<file path="src/ppt_pkg.sv">
// ---------------------------------------------------------------------------
// Planar pose transform package
// Shared widths, angle constants, the arctangent table and the pipeline
// payload types of the planar pose transform.
// ---------------------------------------------------------------------------
package ppt_pkg;

  // Field widths of the channels.
  localparam int PT_W  = 32;
  localparam int ANG_W = 16;

  // Internal datapath widths.
  localparam int DIFF_W = PT_W + 1;          // point minus reference
  localparam int CORD_W = 32;                // CORDIC vector and angle
  localparam int TRIG_W = 18;                // Q16 sine and cosine
  localparam int PROD_W = DIFF_W + TRIG_W;   // one product
  localparam int SUM_W  = PROD_W + 1;        // sum of two products
  localparam int OUT_SHIFT = 16;
  localparam int RND_W  = SUM_W - OUT_SHIFT; // rounded rotation
  localparam int OX_W   = RND_W + 1;         // rotation plus reference
  localparam int EXT_W  = 50;                // room for every clip width

  // Angle constants in 1/64 degree.
  localparam int FULL_TURN    = 23040;
  localparam int QUARTER_TURN = 5760;
  localparam int EIGHTH_TURN  = 2880;
  localparam int MOD_W        = 15;          // holds [0, FULL_TURN)
  localparam int R_W          = 13;          // holds [-EIGHTH_TURN, EIGHTH_TURN)

  // CORDIC constants.
  localparam int MAX_STAGES      = 32;
  localparam int CORDIC_GAIN_Q30 = 652032874;
  localparam int TRIG_SHIFT      = 14;
  localparam int TRIG_ROUND      = 8192;
  localparam int OUT_ROUND       = 32768;

  // Direction codes.
  localparam logic FUNC_W2L = 1'b0;
  localparam logic FUNC_L2W = 1'b1;

  // atan(2^-i) in units of 2^-22 degree.
  localparam logic signed [CORD_W-1:0] ATAN_TAB [MAX_STAGES] = '{
    32'sd188743680, 32'sd111421900, 32'sd58872272, 32'sd29884485,
    32'sd15000234,  32'sd7507429,   32'sd3754631,  32'sd1877430,
    32'sd938729,    32'sd469366,    32'sd234683,   32'sd117342,
    32'sd58671,     32'sd29335,     32'sd14668,    32'sd7334,
    32'sd3667,      32'sd1833,      32'sd917,      32'sd458,
    32'sd229,       32'sd115,       32'sd57,       32'sd29,
    32'sd14,        32'sd7,         32'sd4,        32'sd2,
    32'sd1,         32'sd0,         32'sd0,        32'sd0
  };

  // Operands that travel alongside the CORDIC vector.
  typedef struct packed {
    logic                     func;
    logic [1:0]               quad;
    logic signed [DIFF_W-1:0] u;
    logic signed [DIFF_W-1:0] v;
    logic signed [PT_W-1:0]   rx;
    logic signed [PT_W-1:0]   ry;
  } ppt_side_t;

  // CORDIC vector and residual angle.
  typedef struct packed {
    logic signed [CORD_W-1:0] x;
    logic signed [CORD_W-1:0] y;
    logic signed [CORD_W-1:0] z;
  } ppt_vec_t;

endpackage

</file>
<file path="src/ppt_if.sv">
// ---------------------------------------------------------------------------
// Planar pose transform channels
// Valid/ready channels for input points with their reference pose and for
// transformed results.
// ---------------------------------------------------------------------------
interface ppt_in_if;
  import ppt_pkg::*;

  logic                   valid;
  logic                   ready;
  logic                   func;
  logic signed [PT_W-1:0] point_x;
  logic signed [PT_W-1:0] point_y;
  logic signed [PT_W-1:0] ref_x;
  logic signed [PT_W-1:0] ref_y;
  logic signed [ANG_W-1:0] ref_angle;

  modport source (output valid, func, point_x, point_y, ref_x, ref_y, ref_angle,
                  input ready);
  modport sink   (input valid, func, point_x, point_y, ref_x, ref_y, ref_angle,
                  output ready);
endinterface


</file>
<file path="src/ppt_prep.sv">
// ---------------------------------------------------------------------------
// Planar pose transform input stage
// Reduces the heading to a quadrant and a residual angle, forms the point
// operands and registers the CORDIC start vector.
// ---------------------------------------------------------------------------
module ppt_prep (
  input  logic              clk,
  input  logic              rst_n,
  ppt_in_if.sink            in_ch,
  input  logic              rdy_out,
  output logic              v_out,
  output ppt_pkg::ppt_side_t side_out,
  output ppt_pkg::ppt_vec_t  vec_out
);
  import ppt_pkg::*;

  localparam int AW = ANG_W + 2;
  localparam logic signed [AW-1:0] TURN_A = AW'(FULL_TURN);
  localparam logic signed [AW-1:0] ZERO_A = '0;
  localparam logic [MOD_W:0] Q1_T = (MOD_W+1)'(QUARTER_TURN);
  localparam logic [MOD_W:0] Q2_T = (MOD_W+1)'(2 * QUARTER_TURN);
  localparam logic [MOD_W:0] Q3_T = (MOD_W+1)'(3 * QUARTER_TURN);
  localparam logic [MOD_W:0] Q4_T = (MOD_W+1)'(FULL_TURN);

  logic signed [AW-1:0]    ang_ext;
  logic signed [AW-1:0]    m_wide;
  logic [MOD_W-1:0]        m;
  logic [MOD_W:0]          t;
  logic [MOD_W:0]          offs;
  logic [1:0]              quad;
  logic signed [MOD_W:0]   r_wide;
  logic signed [R_W-1:0]   r;
  ppt_side_t               side_nxt;
  ppt_vec_t                vec_nxt;
  logic                    v_r;
  ppt_side_t               side_r;
  ppt_vec_t                vec_r;

  assign ang_ext = {{(AW-ANG_W){in_ch.ref_angle[ANG_W-1]}}, in_ch.ref_angle};

  // Wrap any 16-bit heading into one full turn.
  always_comb begin
    priority if (ang_ext >= TURN_A) begin
      m_wide = ang_ext - TURN_A;
    end else if (ang_ext >= ZERO_A) begin
      m_wide = ang_ext;
    end else if (ang_ext >= -TURN_A) begin
      m_wide = ang_ext + TURN_A;
    end else begin
      m_wide = ang_ext + TURN_A + TURN_A;
    end
  end

  assign m = m_wide[MOD_W-1:0];
  assign t = {1'b0, m} + (MOD_W+1)'(EIGHTH_TURN);

  // Nearest quarter turn; the top band folds back onto quadrant zero.
  always_comb begin
    priority if (t >= Q4_T) begin
      quad = 2'd0;
      offs = Q4_T;
    end else if (t >= Q3_T) begin
      quad = 2'd3;
      offs = Q3_T;
    end else if (t >= Q2_T) begin
      quad = 2'd2;
      offs = Q2_T;
    end else if (t >= Q1_T) begin
      quad = 2'd1;
      offs = Q1_T;
    end else begin
      quad = 2'd0;
      offs = '0;
    end
  end

  assign r_wide = $signed({1'b0, m}) - $signed(offs);
  assign r      = r_wide[R_W-1:0];

  always_comb begin
    side_nxt.func = in_ch.func;
    side_nxt.quad = quad;
    side_nxt.rx   = in_ch.ref_x;
    side_nxt.ry   = in_ch.ref_y;
    if (in_ch.func == FUNC_W2L) begin
      side_nxt.u = $signed({in_ch.point_x[PT_W-1], in_ch.point_x})
                 - $signed({in_ch.ref_x[PT_W-1], in_ch.ref_x});
      side_nxt.v = $signed({in_ch.point_y[PT_W-1], in_ch.point_y})
                 - $signed({in_ch.ref_y[PT_W-1], in_ch.ref_y});
    end else begin
      side_nxt.u = {in_ch.point_x[PT_W-1], in_ch.point_x};
      side_nxt.v = {in_ch.point_y[PT_W-1], in_ch.point_y};
    end
    vec_nxt.x = CORD_W'(CORDIC_GAIN_Q30);
    vec_nxt.y = '0;
    vec_nxt.z = {{(CORD_W-R_W-OUT_SHIFT){r[R_W-1]}}, r, {OUT_SHIFT{1'b0}}};
  end

  assign in_ch.ready = !v_r || rdy_out;

  always_ff @(posedge clk) begin
    if (!rst_n) begin
      v_r <= 1'b0;
    end else if (in_ch.ready) begin
      v_r <= in_ch.valid;
    end
  end

  always_ff @(posedge clk) begin
    if (in_ch.ready && in_ch.valid) begin
      side_r <= side_nxt;
      vec_r  <= vec_nxt;
    end
  end

  assign v_out    = v_r;
  assign side_out = side_r;
  assign vec_out  = vec_r;

endmodule

</file>
<file path="src/flat_wrapper.sv">
// flat-port wrapper written by rule: the top's interface ports become plain ports
module ppt_prep_flat import ppt_pkg::*;
  (clk, rst_n, rdy_out, v_out, side_out, vec_out, in_ch_valid, in_ch_func, in_ch_point_x, in_ch_point_y, in_ch_ref_x, in_ch_ref_y, in_ch_ref_angle, in_ch_ready);
  ppt_in_if in_ch_i ();
  input  logic clk;
  input  logic rst_n;
  input  logic rdy_out;
  output logic v_out;
  output ppt_pkg::ppt_side_t side_out;
  output ppt_pkg::ppt_vec_t vec_out;
  input wire logic [$bits(in_ch_i.valid)-1:0] in_ch_valid;
  input wire logic [$bits(in_ch_i.func)-1:0] in_ch_func;
  input wire logic [$bits(in_ch_i.point_x)-1:0] in_ch_point_x;
  input wire logic [$bits(in_ch_i.point_y)-1:0] in_ch_point_y;
  input wire logic [$bits(in_ch_i.ref_x)-1:0] in_ch_ref_x;
  input wire logic [$bits(in_ch_i.ref_y)-1:0] in_ch_ref_y;
  input wire logic [$bits(in_ch_i.ref_angle)-1:0] in_ch_ref_angle;
  output wire logic [$bits(in_ch_i.ready)-1:0] in_ch_ready;
  assign in_ch_i.valid = in_ch_valid;
  assign in_ch_i.func = in_ch_func;
  assign in_ch_i.point_x = in_ch_point_x;
  assign in_ch_i.point_y = in_ch_point_y;
  assign in_ch_i.ref_x = in_ch_ref_x;
  assign in_ch_i.ref_y = in_ch_ref_y;
  assign in_ch_i.ref_angle = in_ch_ref_angle;
  assign in_ch_ready = in_ch_i.ready;
  ppt_prep u_core (.clk(clk), .rst_n(rst_n), .in_ch(in_ch_i), .rdy_out(rdy_out), .v_out(v_out), .side_out(side_out), .vec_out(vec_out));
endmodule
</file>
<file path="config.mk">
export PLATFORM = sky130hd
export DESIGN_NAME = ppt_prep_flat
export DESIGN_NICKNAME = d
export VERILOG_FILES = /design/src/ppt_pkg.sv /design/src/ppt_if.sv /design/src/ppt_prep.sv /design/src/flat_wrapper.sv
export SDC_FILE = /design/constraint.sdc
export NUM_CORES = 1
export LEC_CHECK = 0
export BUFFER_PORTS_ARGS = -buffer_cell sky130_fd_sc_hd__clkbuf_2
export CAP_MARGIN = 10
export CORE_MARGIN = 4
export CORE_UTILIZATION = 51
export CTS_CLUSTER_SIZE = 12
export DETAILED_ROUTE_END_ITERATION = 8
export PLACE_DENSITY = 0.92
export SLEW_MARGIN = 20
export SYNTH_ARGS = -nofsm -noshare
export SYNTH_HDL_FRONTEND = slang
export SYNTH_SLANG_ARGS = --single-unit
</file>
<file path="constraint.sdc">
create_clock -name clk -period 4.9 [get_ports clk]
set_input_delay 0.245 -clock clk [delete_from_list [all_inputs] [get_ports clk]]
set_output_delay 0.245 -clock clk [all_outputs]
set_load 0.03 [all_outputs]
</file>
==> flow_summary.ini <==
[floorplanning]
num_io_pins = 380
die_area_mm2 = 0.0226
die_y_um = 150
core_mm2 = 0.0197
start_util_pct = 52.5
die_w_um = 150
rows = 51

[detailed_routing]
antenna_left = 0
routedWlPerCell_um = 17.5
drtIter0Drc = 628
routed-via-count = 8827
drc = 0
post_drt_via_cell_ratio = 5.43
firstDrtPassIters = 5
wirelength_um = 28500

[run]
cap_violations = 0

[synth]
ys_async_sr_fraction_pct = 0
ys_top_cells_by_area = edfxtp_1 43%, ha_1 9.1%, buf_4 6.0%
post-synth-top-area-cell = edfxtp_1
synthMuxAreaShare_pct = 1.30
synthAdderAreaFrac_pct = 9.68
ys_warn_count = 0
synth_top_family_by_area = compound AO/OA/AOI/OAI gates
netlist.area_leader.share_pct = 42.5
yosysUniqueCellTypes = 80
syn_inst = 1045
ys_ff_latch = 147
syn_area_per_cell_um2 = 9.87
synth_area_mm2 = 0.0103
ys_seq_area_share_pct = 42.7
synth_simple_gate_area_share_pct = 11.0
yosysMostFrequentCell = edfxtp_1
synth_compound_area_share_pct = 18.9
synthXorXnorAreaFrac_pct = 5.25
synth_edf_count = 146
ys_top_cells_by_count = 146 x edfxtp_1, 102 x nand2_1, 96 x inv_1
synthFlopType = edfxtp_1

[cells_and_area]
post-route-util_pct = 63.4
drive_gt1_share_pct = 27.1
nets = 1574
ff_latch_area_mm2 = 0.00440
n_fill_cell = 1553
multi_input_area_mm2 = 0.00508
area_growth_pct = 20.9

[clock_tree]
clkSlewWorstSetupHoldPaths_ps = 70
root_buffer = clkbuf_16
htree_levels = 4
post_cts_buffers = 0
cts_tree = built
cts_sinks = 147
clk_latency_ps = 430
clk_path_buf_depth = 2
cts_buffers = 17

[critical_path]
cpPeakStageDelay_ps = 540
worstPathMaxFanout = 12
crit_type = primary input to flop
path_cells = dlygate4sd3_1 > clkbuf_2 > nor4_2 > nand2_1 > o211ai_2 > mux2_4 > o211ai_2 > mux2_4 > a22oi_2 > nand3_1 > o21ai_1 > inv_1 > ha_1 > nor2b_1 > o21ai_0 > nand2b_1 > a21o_1 > a21oi_1 > xor2_1 > xnor2_1
start_kind = primary input
worstSetupEndpointType = flop
slowest_stage = dlygate4sd3_1
arrival_ps = 4600
required_ps = 5070

[placed_design]
port_buffers = 299
gp_congestion = 0.868
place_hpwl_um = 22000

[timing]
rsz0062_at_grt = false
fmax_ghz = 0.226
finalCritPeriodShare_pct = 90.5
hold_viol = 0
final.setup.tns_ps = 0
slew_headroom_pct = 41.8
drv_slew = 0
worstMarginPinSlew_ps = 873
fin_skew_ps = 7.15
layout_min_cycle_time_ps = 4430
setup_viol = 0

[power_and_ir_drop]
total_power_uw = 4320
cellPowerDensity_mw_per_mm2 = 346
total_leakage_power_uw = 0.00587
irDropWorstVdd_uv = 244

[hold_path]
hold_path_class = primary input to flop

[grt]
grt_pass1_vias = 8458
grt.overflow.total = 0
grt_util_all_layers_pct = 23.9
grt_start_max_net_pins = 84
grt_pass1_wl_um = 42300
antenna_found_initial = 4

[outcome]
outcome = finished, final reports clean
==> worst max-delay path: cells and delay by family <==
kind,cells,cell delay (ps)
AO/OA/AOI/OAI,7,1500
AND/OR/NAND/NOR,5,880
buffers and inverters,3,730
multiplexers,2,700
XOR/XNOR,2,290
adder cells (fa/ha/maj),1,260
==> cells by family (layout without fill, tap and decap cells) <==
kind of cell / Yosys count / count (layout)
adders and majority gates: 78 / 78
buffers and inverters: 210 / 447
and+or+nand+nor: 237 / 237
other: 2 / 81
xor gates and xnor gates: 61 / 61
muxes: 12 / 12
DFF: 147 / 147
AOI/OAI and AO/OA: 298 / 298
==> layer usage <==
| layer | vias to the layer above | global-route usage (%) | routed length (um) |
|---|---|---|---|
| li1 | 4203 | - | - |
| met5 | - | 0 | 47 |
| met1 | 4049 | 26.8 | 10400 |
| met2 | 482 | 42.7 | 14400 |
| met4 | 6 | 11.1 | 1230 |
| met3 | 87 | 5.66 | 2450 |
==> cell usage in the layout (no fill, tap or decap), types with 5 or more instances in the layout <==
cell type / instances
a21o_1: 27
o21ai_0: 86
a211o_1: 5
inv_6: 5
a21oi_1: 61
xnor2_1: 30
o211ai_1: 7
nor2b_1: 11
conb_1: 80
nand3_1: 21
a211oi_1: 11
nor4_1: 5
nand2_1: 102
nor2_1: 40
o21a_1: 16
a31oi_1: 10
clkbuf_16: 17
clkbuf_2: 298
mux2i_1: 7
and3_1: 8
inv_1: 96
or2_2: 5
dlygate4sd3_1: 17
xor2_1: 30
o21bai_1: 10
nand2b_1: 9
o21ai_1: 13
nor3_1: 9
ha_1: 75
edfxtp_1: 146
o31ai_1: 7
==> stage by stage <==
step	instance area (um2)	hold slack [ps]	worst slack, ps	std cells
floorplan	10600	344	250	1123
global placement	11700	439	592	1576
detailed placement	11700	439	469	1576
CTS	12400	1.17	397	1624
global route	12500	0.176	127	1626
finish	12500	15.8	466	1626
==> layout make-up <==
| type | count | share of cell area, % |
|---|---|---|
| Inverter | 97 | 2.92 |
| Multi-Input combinational cell | 766 | 40.7 |
| Clock buffer | 17 | 3.41 |
| Antenna cell | 1 | 0.0201 |
| Tap cell | 265 | 2.66 |
| Clock inverter | 15 | 1.31 |
| Sequential cell | 147 | 35.3 |
| Timing Repair Buffer | 318 | 13.6 |
==> registers in the layout, indices dropped and copies added (netlist names) <==
| signal | cells |
|---|---|
| u_core.v_out | 1 |
| u_core.vec_out | 13 |
| u_core.side_out | 133 |
==> what timing repair did <==
| action | 4_1_cts | 5_1_grt |
|---|---|---|
| endpoints found under the setup margin | 0 | 1 |
| hold buffers | 16 | 1 |
| resized for setup | 0 | 2 |
| endpoints found under the hold margin | 16 | 1 |
==> power by group <==
part	internal, uW	switching, uW
combinational	470	940
clock	723	598
sequential	1550	42.3
==> final timing paths <==
path / start / end / slack [ps] / depth (start not counted)
min: in_ch_ref_y[5] / u_core.side_out[5] / 20 / 1
max reg2reg: u_core.v_out / u_core.side_out[14] / 2860 / 3
max: in_ch_ref_angle[2] / u_core.vec_out[28] / 470 / 20
min reg2reg: u_core.v_out / u_core.v_out / 550 / 2
(Power assumes the default switching activity.)
