**src/ppt_pkg.sv**
```systemverilog
// ---------------------------------------------------------------------------
// Planar pose transform package
// Shared widths, angle constants, the arctangent table and the pipeline
// payload types of the planar pose transform.
// ---------------------------------------------------------------------------
package ppt_pkg;

  // Field widths of the channels.
  localparam int PT_W  = 32;
  localparam int ANG_W = 16;

  // Internal datapath widths.
  localparam int DIFF_W = PT_W + 1;          // point minus reference
  localparam int CORD_W = 32;                // CORDIC vector and angle
  localparam int TRIG_W = 18;                // Q16 sine and cosine
  localparam int PROD_W = DIFF_W + TRIG_W;   // one product
  localparam int SUM_W  = PROD_W + 1;        // sum of two products
  localparam int OUT_SHIFT = 16;
  localparam int RND_W  = SUM_W - OUT_SHIFT; // rounded rotation
  localparam int OX_W   = RND_W + 1;         // rotation plus reference
  localparam int EXT_W  = 50;                // room for every clip width

  // Angle constants in 1/64 degree.
  localparam int FULL_TURN    = 23040;
  localparam int QUARTER_TURN = 5760;
  localparam int EIGHTH_TURN  = 2880;
  localparam int MOD_W        = 15;          // holds [0, FULL_TURN)
  localparam int R_W          = 13;          // holds [-EIGHTH_TURN, EIGHTH_TURN)

  // CORDIC constants.
  localparam int MAX_STAGES      = 32;
  localparam int CORDIC_GAIN_Q30 = 652032874;
  localparam int TRIG_SHIFT      = 14;
  localparam int TRIG_ROUND      = 8192;
  localparam int OUT_ROUND       = 32768;

  // Direction codes.
  localparam logic FUNC_W2L = 1'b0;
  localparam logic FUNC_L2W = 1'b1;

  // atan(2^-i) in units of 2^-22 degree.
  localparam logic signed [CORD_W-1:0] ATAN_TAB [MAX_STAGES] = '{
    32'sd188743680, 32'sd111421900, 32'sd58872272, 32'sd29884485,
    32'sd15000234,  32'sd7507429,   32'sd3754631,  32'sd1877430,
    32'sd938729,    32'sd469366,    32'sd234683,   32'sd117342,
    32'sd58671,     32'sd29335,     32'sd14668,    32'sd7334,
    32'sd3667,      32'sd1833,      32'sd917,      32'sd458,
    32'sd229,       32'sd115,       32'sd57,       32'sd29,
    32'sd14,        32'sd7,         32'sd4,        32'sd2,
    32'sd1,         32'sd0,         32'sd0,        32'sd0
  };

  // Operands that travel alongside the CORDIC vector.
  typedef struct packed {
    logic                     func;
    logic [1:0]               quad;
    logic signed [DIFF_W-1:0] u;
    logic signed [DIFF_W-1:0] v;
    logic signed [PT_W-1:0]   rx;
    logic signed [PT_W-1:0]   ry;
  } ppt_side_t;

  // CORDIC vector and residual angle.
  typedef struct packed {
    logic signed [CORD_W-1:0] x;
    logic signed [CORD_W-1:0] y;
    logic signed [CORD_W-1:0] z;
  } ppt_vec_t;

endpackage

```
**src/ppt_cordic_stage.sv**
```systemverilog
// ---------------------------------------------------------------------------
// Planar pose transform CORDIC stage
// One registered rotation-mode CORDIC iteration with a fixed shift.
// ---------------------------------------------------------------------------
module ppt_cordic_stage #(
  parameter int STAGE = 0
) (
  input  logic               clk,
  input  logic               rst_n,
  input  logic               v_in,
  output logic               rdy_in,
  input  ppt_pkg::ppt_vec_t  vec_in,
  input  ppt_pkg::ppt_side_t side_in,
  output logic               v_out,
  input  logic               rdy_out,
  output ppt_pkg::ppt_vec_t  vec_out,
  output ppt_pkg::ppt_side_t side_out
);
  import ppt_pkg::*;

  localparam logic signed [CORD_W-1:0] ATAN_I = ATAN_TAB[STAGE];

  logic signed [CORD_W-1:0] xi, yi, zi, dx, dy;
  ppt_vec_t                 vec_nxt;
  logic                     v_r;
  ppt_vec_t                 vec_r;
  ppt_side_t                side_r;

  assign xi = vec_in.x;
  assign yi = vec_in.y;
  assign zi = vec_in.z;
  assign dx = yi >>> STAGE;
  assign dy = xi >>> STAGE;

  always_comb begin
    if (!zi[CORD_W-1]) begin
      vec_nxt.x = xi - dx;
      vec_nxt.y = yi + dy;
      vec_nxt.z = zi - ATAN_I;
    end else begin
      vec_nxt.x = xi + dx;
      vec_nxt.y = yi - dy;
      vec_nxt.z = zi + ATAN_I;
    end
  end

  assign rdy_in = !v_r || rdy_out;

  always_ff @(posedge clk) begin
    if (!rst_n) begin
      v_r <= 1'b0;
    end else if (rdy_in) begin
      v_r <= v_in;
    end
  end

  always_ff @(posedge clk) begin
    if (rdy_in && v_in) begin
      vec_r  <= vec_nxt;
      side_r <= side_in;
    end
  end

  assign v_out    = v_r;
  assign vec_out  = vec_r;
  assign side_out = side_r;

endmodule

```
**config.mk**
```make
export PLATFORM = sky130hd
export DESIGN_NAME = ppt_cordic_stage
export DESIGN_NICKNAME = d
export VERILOG_FILES = /design/src/ppt_pkg.sv /design/src/ppt_cordic_stage.sv
export SDC_FILE = /design/constraint.sdc
export NUM_CORES = 1
export LEC_CHECK = 0
export ABC_AREA = 1
export BUFFER_PORTS_ARGS = -buffer_cell sky130_fd_sc_hd__buf_4
export CORE_MARGIN = 2
export CORE_UTILIZATION = 35
export CTS_CLUSTER_DIAMETER = 50
export DETAILED_ROUTE_END_ITERATION = 8
export HOLD_SLACK_MARGIN = 0.06
export SYNTH_ARGS = -nofsm -noshare
export SYNTH_HDL_FRONTEND = slang
export SYNTH_SLANG_ARGS = --single-unit
```
**constraint.sdc**
```tcl
create_clock -name clk -period 34.4 [get_ports clk]
set_clock_uncertainty 0.15 [all_clocks]
set_input_delay 6.88 -clock clk [delete_from_list [all_inputs] [get_ports clk]]
set_output_delay 6.88 -clock clk [all_outputs]
set_load 0.01 [all_outputs]
```
==> results.toml, run 1 <==
[setup_path]
arrival_ns = 7.31
r2r_slack_ns = 30.24
path_cells = "buf_4, inv_1, nand2_1, buf_4"
cpLargestDelayFamily = "buffers and inverters"
cp_max_fo = 2
critPathMostFrequentCell = "buf_4"
crit_cells = 4
ff2ff_path_depth = 4
cp_slowest_cell = "buf_4"
cp_data_required_time_ns = 27.37
slowest_delay_ns = 0.15
start_kind = "input port"
end_kind = "primary output"
path_class = "in2out"
path_buf_inv = 3

[detailed_routing]
drc = 0
dr.pass1.iters = 8
wl_mm = 52.98
wl_per_cell_um = 18.61
ant_nets = 0
drt_iter0_drc = 865
vias = 13610
vias_per_cell = 4.780

[clocking]
cts_max_level = 1
clock_path_buffers = 3
clkTransAtPathRegs_ns = 0.06
post_cts_resized = 0
cts_setup_buffers = 0
clk_latency_ns = 0.56
cts_hold_buf = 0
cts.sinks = 229
cts_tree = "built"
cts_root_buf = "clkbuf_16"
cts_buffers = 31

[floorplanning]
rows = 75
core_area_um2 = 41670
start_util_pct = 35.27
die_w_um = 208.9
fp.dieArea_um2 = 43650
io_pins = 464
die_y_um = 208.9

[placement]
place_hpwl_mm = 43.69
pre_cts_slack_ns = 20.05
port_buffers = 463
gp_congestion = 0.9097

[finish]
drive_above_1_share_pct = 23.70
fin_nets = 2623
antennaDiodeCount = 0
fillers = 4132
syn_to_final_growth_pct = 33.36

[logic_synthesis]
syn_avg_cell_area_um2 = 8.049
ys_seq_area_share_pct = 46.72
syn-num-nets = 2165
yosys_warnings = 0
mappedNetlistArea_um2 = 14700
synth_cell_type_count = 37
synthCells = 1826
ys_ff_latch = 229

[job]
cap_viol_max_count = 0

[sta]
setup_viol = 0
setup_ws_ns = 20.06
hold_viol = 0
tightest_slew_ns = 1.042
rsz0062_at_grt = "no"
max_slew_margin_pct = 30.55
finalMaxSlewViolations = 0
post-route-min-period_ns = 14.34
min_period_over_period_pct = 41.69
setup_tns_ns = 0
clock.fmax_mhz = 69.72

[grt]
grt_max_degree = 82
antenna_found_initial = 0
gr-usage-all-layers_pct = 23.70
grt_overflow_total = 0
grt_pass1_vias = 13490
grt_pass1_wl_mm = 78.63

[power]
ir_drop_v = 0.00004475
power.density_nw_per_um2 = 43.98
p_leak_nw = 10.00

[min_path]
hold_path.class = "reg2reg"
whs_path_depth = 2

[status]
status = "completed"
[through the flow]
stage | power [W] | utilization, % | hold slack (ns) | cell area (µm²) | cells
final | 0.0008620 | 47.04 | 0.4096 | 19600 | 2847
after global routing | 0.0009059 | 47.04 | 0.4495 | 19600 | 2847
after CTS | 0.0008732 | 47.04 | 0.4165 | 19600 | 2847
after detailed placement | 0.0005615 | 44.66 | 0.4095 | 18610 | 2790
after global placement | 0.0005586 | 44.66 | 0.4141 | 18610 | 2790
after floorplan | 0.0004709 | - | 0.4453 | 14700 | 1826
[per-layer routing]
metal | global-route usage, % | share of wire, %
met1 | 27.15 | 39
met2 | 44.40 | 52
met3 | 4.283 | 6.1
met4 | 7.586 | 3.3
met5 | 0 | 0
[kinds of logic after synthesis]
family / share of synthesized area [%]
compound gates: 5.227
xor+xnor: 1.907
fa+ha+maj: 9.229
buf+inv: 10.63
flops: 46.72
simple gates: 26.28
[tightest hold or removal path: cells and delay by family, from the launching register on]
family          cells  cell delay [ns]
simple gates        1             0.09
compound gates      1             0.08
flops               1             0.34
[power by group]
| part | leakage, nW | internal, W | switching [W] | total, W |
|---|---|---|---|---|
| combinational | 7.30 | 0.0000822 | 0.000132 | 0.000214 |
| clock | 0.483 | 0.000176 | 0.000130 | 0.000306 |
| sequential | 2.22 | 0.000335 | 0.00000585 | 0.000341 |
| total | 10.0 | 0.000594 | 0.000268 | 0.000862 |
[cells in the mapped netlist]
library cell / n / area (µm²)
xor2_1: 31 / 271.5
nor2_4: 1 / 11.26
and2_1: 2 / 12.51
nor4_2: 1 / 12.51
buf_2: 12 / 60.06
o22ai_1: 4 / 25.02
clkbuf_8: 2 / 27.53
nand2_2: 11 / 68.82
inv_2: 4 / 15.01
xnor2_1: 1 / 8.760
o21bai_1: 10 / 75.07
dfxtp_1: 1 / 20.02
clkbuf_1: 6 / 22.52
and3_1: 1 / 6.260
edfxtp_1: 228 / 6847
a21oi_1: 77 / 385.4
buf_6: 1 / 11.26
ha_1: 102 / 1276
o21ai_1: 1 / 5.000
buf_4: 21 / 157.7
fa_1: 4 / 80.08
nor2_2: 8 / 50.05
a31oi_1: 4 / 25.02
nand3_1: 153 / 765.7
nand4_1: 20 / 125.1
nor2_1: 100 / 375.4
a21o_1: 2 / 15.01
nand3b_2: 2 / 22.52
nand3b_1: 5 / 37.54
nor3_1: 6 / 30.03
a21boi_0: 1 / 7.510
o31ai_1: 2 / 15.01
nand2_1: 622 / 2335
nor3_2: 1 / 10.01
o21a_1: 4 / 30.03
o21ai_0: 37 / 185.2
inv_1: 338 / 1269
[cell usage in the layout, fill, tap and decap left out, types with 5 or more instances in the layout]
master     Yosys  final
a21oi_1       77     76
buf_4         21    467
clkbuf_16      0     31
clkinv_1       0      5
edfxtp_1     228    228
ha_1         102    102
inv_1        338    337
inv_2          4      5
inv_6          0      6
nand2_1      622    622
nand2_2       11     11
nand3_1      153    153
nand3b_1       5      5
nand4_1       20     20
nor2_1       100    100
nor2_2         8      8
nor3_1         6      6
o21ai_0       37     37
o21bai_1      10     10
xor2_1        31     31
[area by class of cell]
cell class	count	area, µm²	area share, %
clock inverters	24	207.7	1.060
well taps	539	674.4	3.441
flip-flops and latches	229	6867	35.03
repair buffers	467	3506	17.89
multi-input cells	1213	6279	32.03
clock buffers	33	783.3	3.996
inverters	342	1284	6.550
[registers in the layout, summed over array words and instances, names as in the netlist]
register,flops
side_out,133
v_out,1
vec_out,95
[worst paths after layout]
kind / from / endpoint
worst min register to register: v_out$_SDFFE_PN0N_ / v_out$_SDFFE_PN0N_
worst max register to register: v_out$_SDFFE_PN0N_ / vec_out[70]$_DFFE_PP_
worst max-delay path: rdy_out / rdy_in
worst min-delay path: v_out$_SDFFE_PN0N_ / v_out$_SDFFE_PN0N_
Power figures use the tool's default switching activity.
==> inputs of run 2 (changes only) <==
==> constraint.sdc (replaced) <==
create_clock -name clk -period 14.6 [get_ports clk]
set_clock_uncertainty 0.15 [all_clocks]
set_input_delay 2.92 -clock clk [delete_from_list [all_inputs] [get_ports clk]]
set_output_delay 2.92 -clock clk [all_outputs]
set_load 0.01 [all_outputs]
==> run 2 against run 1 <==
Register-to-register slack got worse by 18 ns. Final cell count is 0.11% higher. Cell area rose by 0.69%. Utilization up 0.32 points. Count of clock-buffer cells in the layout is 7 higher. Worst setup slack lost 12 ns. Die area stayed put. Clock power rose to 2.6 times the previous value. Non-clock buffer count decreased by 1. First-iteration DRC count fell by 0.46%. Largest cell class unchanged. Largest power group is now clock.
==> results.toml, run 2 (synthesis gave the netlist of run 1 again) <==
[status]
status = "completed"

[finish]
drive_above_1_share_pct = 23.71
utilization_pct = 47.37
final_common_cell = "nand2_1"
antennaDiodeCount = 0
largest_register_ffs = 133
fillers = 4126
seqCellArea_um2 = 6867
multi_input_area_um2 = 6279
fin_nets = 2625
final_cell_mix = "nand2_1, buf_4, inv_1, edfxtp_1, nand3_1"
syn_to_final_growth_pct = 34.28

[setup_path]
cp_slowest_cell = "buf_4"
cp_data_required_time_ns = 11.53
arrival_ns = 3.36
critPathMostFrequentCell = "buf_4"
path_class = "in2out"
cpLargestDelayFamily = "buffers and inverters"
cp_max_fo = 2
slowest_delay_ns = 0.15
path_cells = "buf_4, inv_1, nand2_1, buf_4"
start_kind = "input port"
end_kind = "primary output"
path_buf_inv = 3

[power]
ir_drop_v = 0.00009171
power.density_nw_per_um2 = 107.3
clockPowerShare_pct = 38.2
swShare_pct = 30.02
combPwrFrac_pct = 23.8
internal-power_w = 0.001482
switchingPower_w = 0.0006359
p_leak_nw = 10.05
p_seq_share_pct = 38.1

[floorplanning]
core_area_um2 = 41670
rows = 75
start_util_pct = 35.27
fp.dieArea_um2 = 43650
die_y_um = 208.9
die_w_um = 208.9
io_pins = 464

[detailed_routing]
wl_mm = 52.81
dr.pass1.iters = 6
vias_per_cell = 4.781
ant_nets = 0
drt_iter0_drc = 861
wl_per_cell_um = 18.53
drc = 0
vias = 13630

[clocking]
cts_tree = "built"
post_cts_resized = 0
cts_hold_buf = 0
clkTransAtPathRegs_ns = 0.06
clk_latency_ns = 0.53
cts_buffers = 34
cts_max_level = 2
clock_path_buffers = 3
cts_setup_buffers = 0
cts.sinks = 229
cts_root_buf = "clkbuf_16"

[sta]
setup_ws_ns = 8.169
hold_viol = 0
tightest_slew_ns = 1.074
rsz0062_at_grt = "no"
setup_tns_ns = 0
min_period_over_period_pct = 44.05
post-route-min-period_ns = 6.431
max_slew_margin_pct = 28.37
finalMaxSlewViolations = 0
clock.fmax_mhz = 155.5
setup_viol = 0

[grt]
grt_pass1_vias = 13390
gr-usage-all-layers_pct = 23.67
grt_max_degree = 148
grt_overflow_total = 0
antenna_found_initial = 2
grt_pass1_wl_mm = 77.98

[job]
cap_viol_max_count = 0

[placement]
gp_congestion = 0.9033
port_buffers = 463
place_hpwl_mm = 42.98
pre_cts_slack_ns = 8.168

[min_path]
hold_path.class = "reg2reg"
run 2: changes by cell type in the layout (fill, tap and decap cells not counted), sizes merged:
cell,previous run,this run
clkbuf,33,40
inv,351,346
bufinv,1,3
clkinv,12,10
clkinvlp,2,4
buf,467,466
run 2: power by group through the flow:
stage	Clock [W]	Sequential [W]	Combinational, W
after global routing	0.000856	0.000811	0.000554
after CTS	0.000831	0.000807	0.000505
after global placement	0	0.000819	0.000498
after detailed placement	0	0.000820	0.000502
after floorplan	0	0.000852	0.000250
final	0.000808	0.000807	0.000503
run 2: stage by stage:
stage	hold WS [ns]	area [µm²]	std cells	total power (W)
2_1_floorplan	0.4581	14700	1826	0.001102
3_3_place_gp	0.4438	18610	2789	0.001317
3_5_place_dp	0.4517	18610	2789	0.001322
4_1_cts	0.4682	19740	2850	0.002144
5_1_grt	0.5040	19740	2850	0.002220
6_report	0.4744	19740	2850	0.002118
run 2: worst register-to-register path: stages (launching register included):
cell	delay (ns)
dfxtp_1	0.37
a21oi_4	0.19
buf_12	0.58
buf_4	1.01
run 2: worst paths after layout:
kind	from	to	slack [ns]	cells past startpoint
worst max-delay path	rdy_out	rdy_in	8.17	4
worst min-delay path	v_out$_SDFFE_PN0N_	v_out$_SDFFE_PN0N_	0.47	2
worst max register to register	v_out$_SDFFE_PN0N_	side_out[13]$_DFFE_PP_	11.84	3
worst min register to register	v_out$_SDFFE_PN0N_	v_out$_SDFFE_PN0N_	0.47	2
run 2: routing by layer:
layer | GRT usage [%] | up-vias | part of all wire [%]
met4 | 8.325 | 4 | 3.4
met5 | 0 | - | 0.047
met2 | 44.07 | 453 | 52
li1 | - | 6722 | -
met1 | 26.58 | 6356 | 39
met3 | 5.005 | 90 | 6.2
run 2: cell type report:
type,count,area share (%)
Clock buffer,40,4.533
Clock inverter,21,1.148
Inverter,342,6.505
Multi-Input combinational cell,1213,31.81
Sequential cell,229,34.79
Tap cell,539,3.417
Timing Repair Buffer,466,17.79
