## src/ppt_pkg.sv

```systemverilog
// ---------------------------------------------------------------------------
// Planar pose transform package
// Shared widths, angle constants, the arctangent table and the pipeline
// payload types of the planar pose transform.
// ---------------------------------------------------------------------------
package ppt_pkg;

  // Field widths of the channels.
  localparam int PT_W  = 32;
  localparam int ANG_W = 16;

  // Internal datapath widths.
  localparam int DIFF_W = PT_W + 1;          // point minus reference
  localparam int CORD_W = 32;                // CORDIC vector and angle
  localparam int TRIG_W = 18;                // Q16 sine and cosine
  localparam int PROD_W = DIFF_W + TRIG_W;   // one product
  localparam int SUM_W  = PROD_W + 1;        // sum of two products
  localparam int OUT_SHIFT = 16;
  localparam int RND_W  = SUM_W - OUT_SHIFT; // rounded rotation
  localparam int OX_W   = RND_W + 1;         // rotation plus reference
  localparam int EXT_W  = 50;                // room for every clip width

  // Angle constants in 1/64 degree.
  localparam int FULL_TURN    = 23040;
  localparam int QUARTER_TURN = 5760;
  localparam int EIGHTH_TURN  = 2880;
  localparam int MOD_W        = 15;          // holds [0, FULL_TURN)
  localparam int R_W          = 13;          // holds [-EIGHTH_TURN, EIGHTH_TURN)

  // CORDIC constants.
  localparam int MAX_STAGES      = 32;
  localparam int CORDIC_GAIN_Q30 = 652032874;
  localparam int TRIG_SHIFT      = 14;
  localparam int TRIG_ROUND      = 8192;
  localparam int OUT_ROUND       = 32768;

  // Direction codes.
  localparam logic FUNC_W2L = 1'b0;
  localparam logic FUNC_L2W = 1'b1;

  // atan(2^-i) in units of 2^-22 degree.
  localparam logic signed [CORD_W-1:0] ATAN_TAB [MAX_STAGES] = '{
    32'sd188743680, 32'sd111421900, 32'sd58872272, 32'sd29884485,
    32'sd15000234,  32'sd7507429,   32'sd3754631,  32'sd1877430,
    32'sd938729,    32'sd469366,    32'sd234683,   32'sd117342,
    32'sd58671,     32'sd29335,     32'sd14668,    32'sd7334,
    32'sd3667,      32'sd1833,      32'sd917,      32'sd458,
    32'sd229,       32'sd115,       32'sd57,       32'sd29,
    32'sd14,        32'sd7,         32'sd4,        32'sd2,
    32'sd1,         32'sd0,         32'sd0,        32'sd0
  };

  // Operands that travel alongside the CORDIC vector.
  typedef struct packed {
    logic                     func;
    logic [1:0]               quad;
    logic signed [DIFF_W-1:0] u;
    logic signed [DIFF_W-1:0] v;
    logic signed [PT_W-1:0]   rx;
    logic signed [PT_W-1:0]   ry;
  } ppt_side_t;

  // CORDIC vector and residual angle.
  typedef struct packed {
    logic signed [CORD_W-1:0] x;
    logic signed [CORD_W-1:0] y;
    logic signed [CORD_W-1:0] z;
  } ppt_vec_t;

endpackage

```

## src/ppt_trig.sv

```systemverilog
// ---------------------------------------------------------------------------
// Planar pose transform sine and cosine stage
// Rounds the CORDIC vector to Q16 and turns it into the reduced quadrant.
// ---------------------------------------------------------------------------
module ppt_trig (
  input  logic                          clk,
  input  logic                          rst_n,
  input  logic                          v_in,
  output logic                          rdy_in,
  input  ppt_pkg::ppt_vec_t             vec_in,
  input  ppt_pkg::ppt_side_t            side_in,
  output logic                          v_out,
  input  logic                          rdy_out,
  output logic signed [ppt_pkg::TRIG_W-1:0] cos_out,
  output logic signed [ppt_pkg::TRIG_W-1:0] sin_out,
  output ppt_pkg::ppt_side_t            side_out
);
  import ppt_pkg::*;

  logic signed [CORD_W-1:0] xr, yr;
  logic signed [TRIG_W-1:0] c, s, cos_nxt, sin_nxt;
  logic                     v_r;
  logic signed [TRIG_W-1:0] cos_r, sin_r;
  ppt_side_t                side_r;

  assign xr = vec_in.x + CORD_W'(TRIG_ROUND);
  assign yr = vec_in.y + CORD_W'(TRIG_ROUND);
  assign c  = xr[TRIG_SHIFT +: TRIG_W];
  assign s  = yr[TRIG_SHIFT +: TRIG_W];

  // Each quarter turn maps (c, s) to (-s, c).
  always_comb begin
    unique case (side_in.quad)
      2'd0: begin
        cos_nxt = c;
        sin_nxt = s;
      end
      2'd1: begin
        cos_nxt = -s;
        sin_nxt = c;
      end
      2'd2: begin
        cos_nxt = -c;
        sin_nxt = -s;
      end
      default: begin
        cos_nxt = s;
        sin_nxt = -c;
      end
    endcase
  end

  assign rdy_in = !v_r || rdy_out;

  always_ff @(posedge clk) begin
    if (!rst_n) begin
      v_r <= 1'b0;
    end else if (rdy_in) begin
      v_r <= v_in;
    end
  end

  always_ff @(posedge clk) begin
    if (rdy_in && v_in) begin
      cos_r  <= cos_nxt;
      sin_r  <= sin_nxt;
      side_r <= side_in;
    end
  end

  assign v_out    = v_r;
  assign cos_out  = cos_r;
  assign sin_out  = sin_r;
  assign side_out = side_r;

endmodule

```

## config.mk

```make
export PLATFORM = sky130hd
export DESIGN_NAME = ppt_trig
export DESIGN_NICKNAME = d
export VERILOG_FILES = /design/src/ppt_pkg.sv /design/src/ppt_trig.sv
export SDC_FILE = /design/constraint.sdc
export NUM_CORES = 1
export LEC_CHECK = 0
export BUFFER_PORTS_ARGS = -buffer_cell sky130_fd_sc_hd__buf_2
export CAP_MARGIN = 15
export CELL_PAD_IN_SITES_DETAIL_PLACEMENT = 0
export CELL_PAD_IN_SITES_GLOBAL_PLACEMENT = 2
export CORE_ASPECT_RATIO = 0.6
export CORE_MARGIN = 1.5
export CORE_UTILIZATION = 30
export DETAILED_ROUTE_END_ITERATION = 16
export PLACE_DENSITY_LB_ADDON = 0.1
export SYNTH_ARGS = -nofsm -noshare
export SYNTH_HDL_FRONTEND = slang
export SYNTH_SLANG_ARGS = --single-unit
```

## constraint.sdc

```tcl
create_clock -name clk -period 12.8 [get_ports clk]
set_input_delay 3.84 -clock clk [delete_from_list [all_inputs] [get_ports clk]]
set_output_delay 3.84 -clock clk [all_outputs]
set_load 0.01 [all_outputs]
```

==> reports/results.txt, run 1 <==
Outcome: completed
Seq cells post-synth: 170
Non-Filler Instances: 1,283
Mapped Area: 0.00784 mm^2
Critical path buffer and inverter count: 2
Clock power frac: 35.8%
Cells after synthesis: 584
Total number of vias: 6,028
Post-DRT Antenna Nets: 0
Num rows: 45
Crit share post-route: 63.1%
H-tree Lvls: 4
Post-DP HPWL: 18,000 um
Postcts setup bufs: 0
Mapped Nets: 821
Post-route clock skew: 0.00730 ns
Overall Power: 1.32 mW
# hold bufs at CTS: 0
GR Util met1: 23.0%
Top-area cell type share of the netlist area: 64.7%
Met2 usage: 25.1%
CTS Buf Count: 17
DIE AREA: 0.0271 mm^2
Final WL: 23,300 um
Tot GR Track Use: 16.6%
Slowest cell on crit path: nand2b_1
P per Cell Area: 127 mW/mm^2
CTS Sinks: 170
Worst Path Arrival: 4.24 ns
Synth area leader: edfxtp_1
Max-slew headroom: 31.0%
Unrepaired setup endpoints after global routing: no
Worst-path clk slew: 0.07 ns
Syn avg cell area: 13.4 um^2
Async SR Flop Fraction: 0%
TritonCTS clock tree: yes
Vias in the first global route: 5,656
Die height: 128 um
LEAKAGE: 4.18 nW
Synth warn: 0
Final net count: 1,153
Clk_lat worst skew: 0.43 ns
Largest net degree at the start of global routing: 71
Starting Density: 30.8%
Area Growth Syn to Fin: 32.7%
CP delay by family, top: buffers and inverters
Max-cap viol count: 0
Setup CP Type: in2out
Critical-path cell list: buf_2, nand2b_1, buf_2
Synth top area cells: edfxtp_1, xnor2_1, xor2_1
Worst path most repeated cell: buf_2
Switching portion of total power: 25.9%
Utilization after layout: 40.9%
Commonest non-fill, non-tap cell in the layout: buf_2
Horiz. Die Dim: 212 um
GR Layer Usage met3: 5.05%
Ratio of cells with drive above 1 in the final layout: 43.5%
Core ar.: 0.0254 mm^2
Clock Path Buffers: 2
Number of DRC markers in iteration 0: 301
Sequential area share after synthesis: 65.0%
Reg-to-reg slack, setup: 9.84 ns
Cell-internal power: 0.977 mW
Number of port buffers: 345
Final min period: 8.08 ns
CP peak stage delay: 0.16 ns
Peak-usage layer in the global routing report: met2
Post-Place Cells: 1,249
Pins Over Slew Limit: 0
Peak supply drop: 80.9 uV
Post-synth EDFFs: 169
Max Clock Freq: 0.124 GHz
Crit end category: output port
Post-route setup TNS: 0 ns
Commonest cells after routing, fill and taps aside: buf_2, edfxtp_1, xnor2_1
Psw: 0.342 mW
Io pins: 404
Post-DR vias/cell: 4.70
Final hold vios: 0
Main synth FF type: edfxtp_1
Critical Path Start Type: primary input
Total global routing overflow: 0
Initial antenna violation count: 3
Final setup fails: 0
DRC viols: 0
Max Fanout on Critical Path: 3
Worst Max-Slew Pin Slew: 1.02 ns
Seq pwr share: 50.5%
Combinational share of power: 13.7%
Drt first pass iters: 5
Root Buffer: clkbuf_16
RePlAce Congestion: 0.750
Yosys cell types: 70
# resized after CTS: 0
Hold slack: 0.547 ns
Worst Path Required: 8.96 ns
First-pass GRT wire length: 33,100 um
Wirelength per Cell: 18.2 um
Hold Path Class: reg2reg
area by class of cell:
class / count / area, um^2
Multi-Input combinational cell: 368 / 2550
Fill cell: 2498 / 15000
Clock inverter: 15 / 100
Tap cell: 352 / 440
Antenna cell: 2 / 5.00
Sequential cell: 170 / 5090
Clock buffer: 17 / 425
Timing Repair Buffer: 348 / 1750
Inverter: 11 / 41.3
metal layers:
layer / vias to the layer above / wire length (um)
met3: 22 / 1530
met4: 4 / 252
li1: 2925 / -
met5: - / 19
met2: 196 / 10700
met1: 2881 / 10800
metrics by stage:
stage | cell area (um^2) | setup WS, ns
2_1_floorplan | 7840 | 4.33
3_3_place_gp | 9870 | 4.71
3_5_place_dp | 9870 | 4.71
4_1_cts | 10400 | 4.71
5_1_grt | 10400 | 4.69
6_report | 10400 | 4.72
power by group through the flow:
stage	sequential (mW)	clock [mW]	combinational, mW
2_1_floorplan	0.703	0	0.0750
3_3_place_gp	0.677	0	0.181
3_5_place_dp	0.678	0	0.182
4_1_cts	0.667	0.490	0.183
5_1_grt	0.670	0.508	0.199
6_report	0.666	0.472	0.180
final timing paths:
kind	start	to	depth (start not counted)
worst max-delay path	rdy_out	rdy_in	3
worst min-delay path	v_out	v_out	2
worst max register to register	v_out	side_out[127]	4
worst min register to register	v_out	v_out	2
worst min-delay path, delay by kind of cell, from the launching register on:
family,cells,cell delay (ns)
compound gates,1,0.09
flops,1,0.31
simple gates,1,0.10
cell usage after synthesis, types with 11 or more instances:
master      n
nand3_1    25
or3_1      11
edfxtp_1  169
nor3_1     13
xor2_1     28
and3_1     13
o21ai_0    31
nor2_1     26
xnor2_1    33
a21oi_1    24
mux2i_1    15
clkbuf_1   21
nand2_1    29
kinds of logic (layout without fill, tap and decap cells):
family / after synthesis / in the layout / synth area share (%)
AO/OA/AOI/OAI: 116 / 116 / 10.3
XOR/XNOR: 61 / 61 / 6.81
adder cells (fa/ha/maj): 4 / 4 / 0.638
buffers and inverters: 46 / 391 / 2.58
flip-flops: 170 / 170 / 65.0
multiplexers: 18 / 18 / 2.39
other: 0 / 2 / 0
AND/OR/NAND/NOR: 169 / 169 / 12.3
sequential cells by signal, indices dropped and copies added, names as in the netlist:
register / cells
sin_out: 18
side_out: 133
cos_out: 18
v_out: 1
No activity file was read; power rests on OpenSTA's default activity.
==> run 2, diff against run 1 <==
--- a/config.mk
+++ b/config.mk
@@ -11,7 +11,7 @@
 export CELL_PAD_IN_SITES_GLOBAL_PLACEMENT = 2
 export CORE_ASPECT_RATIO = 0.6
 export CORE_MARGIN = 1.5
-export CORE_UTILIZATION = 30
+export CORE_UTILIZATION = 25
 export DETAILED_ROUTE_END_ITERATION = 16
 export PLACE_DENSITY_LB_ADDON = 0.1
 export SYNTH_ARGS = -nofsm -noshare
==> constraint.sdc (replaced) <==
create_clock -name clk -period 7 [get_ports clk]
set_input_delay 2.1 -clock clk [delete_from_list [all_inputs] [get_ports clk]]
set_output_delay 2.1 -clock clk [all_outputs]
set_load 0.01 [all_outputs]
==> reports/results.txt, run 2 (synthesis gave the netlist of run 1 again) <==
Worst Path Arrival: 5.22 ns (was 4.24 ns)
Crit share post-route: 72.3%
Post-DP HPWL: 19,700 um (was 18,000 um)
Ratio of cells with drive above 1 in the final layout: 43.8% (was 43.5%)
Post-DRT Antenna Nets: 0 (unchanged)
Max Clock Freq: 0.198 GHz
Hold path depth: 2 (unchanged)
Total global routing overflow: 0 (unchanged)
LEAKAGE: 4.22 nW (was 4.18 nW)
Crit end category: flop (was output port)
Outcome: completed (unchanged)
Combinational share of power: 13.3% (was 13.7%)
Vias in the first global route: 5,796 (was 5,656)
Worst-path clk slew: 0.08 ns (was 0.07 ns)
Critical path buffer and inverter count: 1 (was 2)
Final setup fails: 0 (unchanged)
P per Cell Area: 239 mW/mm^2 (was 127 mW/mm^2)
CTS Buf Count: 17 (unchanged)
Post-route clock skew: 0.0102 ns (was 0.00730 ns)
RePlAce Congestion: 0.738 (was 0.750)
Number of DRC markers in iteration 0: 345 (was 301)
Worst Max-Slew Pin Slew: 1.04 ns (was 1.02 ns)
Critical Path Start Type: primary input (unchanged)
Reg-to-reg startpoint: v_out (unchanged)
Final net count: 1,152 (was 1,153)
Hold Crit Start: v_out (unchanged)
Clock power frac: 38.4% (was 35.8%)
Seq pwr share: 48.3% (was 50.5%)
Final hold vios: 0 (unchanged)
Postcts setup bufs: 0 (unchanged)
Largest net degree at the start of global routing: 118 (was 71)
Commonest cells after routing, fill and taps aside: buf_2, edfxtp_1, xnor2_1 (unchanged)
Core ar.: 0.0304 mm^2 (was 0.0254 mm^2)
Critical-path cell list: buf_2, ha_1, xnor2_1, ha_1, nand2b_1, nor4b_1, o32ai_1, or3b_1, o31ai_1, xnor2_1, mux2i_1 (was buf_2, nand2b_1, buf_2)
Die height: 140 um (was 128 um)
Placed cell areas: 0.00995 mm^2 (was 0.00987 mm^2)
CTS Sinks: 170 (unchanged)
# resized after CTS: 0 (unchanged)
Unrepaired setup endpoints after global routing: no (unchanged)
Reg2reg path depth: 3 (was 4)
Setup CP Type: in2reg (was in2out)
Max Fanout on Critical Path: 10 (was 3)
Horiz. Die Dim: 232 um (was 212 um)
Total number of vias: 5,957 (was 6,028)
Final min period: 5.06 ns
First-pass GRT wire length: 37,100 um (was 33,100 um)
Reg-to-reg slack, setup: 4.90 ns (was 9.84 ns)
Fin area: 0.0105 mm^2 (was 0.0104 mm^2)
Post-route setup TNS: 0 ns (unchanged)
Clock Path Buffers: 2 (unchanged)
Final WL: 25,600 um (was 23,300 um)
Max-cap viol count: 0 (unchanged)
# hold bufs at CTS: 0 (unchanged)
Psw: 0.671 mW (was 0.342 mW)
Max-slew headroom: 29.8% (was 31.0%)
CP peak stage delay: 0.53 ns (was 0.16 ns)
DRC viols: 0 (unchanged)
Initial antenna violation count: 2 (was 3)
Root Buffer: clkbuf_16 (unchanged)
Clk_lat worst skew: 0.44 ns (was 0.43 ns)
Io pins: 404 (unchanged)
Ant diodes: 0 (was 2)
Drt first pass iters: 5 (unchanged)
Wirelength per Cell: 19.2 um (was 18.2 um)
Commonest non-fill, non-tap cell in the layout: buf_2 (unchanged)
Hold Path Class: reg2reg (unchanged)
Tot GR Track Use: 15.7% (was 16.6%)
Number of port buffers: 345 (unchanged)
CP delay by family, top: simple AND/OR/NAND/NOR gates (was buffers and inverters)
Slowest cell on crit path: or3b_1 (was nand2b_1)
Worst Path Required: 7.16 ns (was 8.96 ns)
Largest register FFs: 133 (unchanged)
Num rows: 49 (was 45)
FF-to-FF End: side_out[64] (was side_out[127])
H-tree Lvls: 4 (unchanged)
TritonCTS clock tree: yes (unchanged)
WHS Endpoint: v_out (unchanged)
Switching portion of total power: 26.7% (was 25.9%)
Pins Over Slew Limit: 0 (unchanged)
Hold slack: 0.555 ns (was 0.547 ns)
DIE AREA: 0.0325 mm^2 (was 0.0271 mm^2)
Starting Density: 25.8% (was 30.8%)
Cell-internal power: 1.85 mW (was 0.977 mW)
Peak supply drop: 137 uV (was 80.9 uV)
Area Growth Syn to Fin: 34.5% (was 32.7%)
Post-DR vias/cell: 4.46 (was 4.70)
-- run 2: changes by cell type in the layout (fill, tap and decap cells not counted), moves of 2 or more --
| cell | change |
|---|---|
| inv_8 | +3 |
| clkinvlp_4 | -2 |
| diode_2 | -2 |
| clkinv_2 | -4 |
| buf_4 | -2 |
| clkinv_8 | +2 |
| clkinv_1 | -3 |
| inv_6 | +2 |
-- run 2: worst reg2reg max path, cell delays in order (launching register included) --
cell	delay [ns]
dfxtp_1	0.31
nand2b_1	0.10
and2_4	0.62
buf_12	0.59
-- run 2: worst max-delay path by stage --
stage | from | end | slack, ns | cells past startpoint
2_1_floorplan | rdy_out | cos_out[0] | 0.27 | 2
3_3_place_gp | vec_in[78] | sin_out[12] | 1.49 | 11
3_5_place_dp | vec_in[78] | sin_out[12] | 1.50 | 11
4_1_cts | vec_in[78] | sin_out[12] | 1.97 | 11
5_1_grt | vec_in[78] | cos_out[17] | 1.62 | 9
6_report | vec_in[78] | sin_out[12] | 1.94 | 11
-- run 2: layout make-up --
cell class	count	area, um^2
timing repair buffer	347	1750
tap	408	510
clock inverter	15	176
inverter	11	41.3
fill	3157	19900
multi-input combinational	368	2550
sequential	170	5090
clock buffer	17	425
-- run 2: per-stage QoR --
step	util (%)	cells	total power [mW]	worst slack [ns]
floorplan	-	584	1.42	0.273
global placement	32.7	1304	1.58	1.49
detailed placement	32.7	1304	1.58	1.50
CTS	34.7	1336	2.56	1.97
global route	34.7	1336	2.64	1.62
finish	34.7	1336	2.52	1.94
-- run 2: metal layers --
layer	GRT usage (%)	up-vias	routed length, um
met1	20.6	2861	11500
met5	0	-	23
met4	3.83	4	178
met3	4.95	15	1630
li1	-	2927	-
met2	25.1	150	12300
-- run 2: power groups by stage --
stage          logic [mW]  clock network, mW  registers, mW
2_1_floorplan       0.137                  0           1.29
3_3_place_gp        0.342                  0           1.24
3_5_place_dp        0.340                  0           1.24
4_1_cts             0.341               1.01           1.22
5_1_grt             0.371               1.04           1.22
6_report            0.334              0.966           1.22
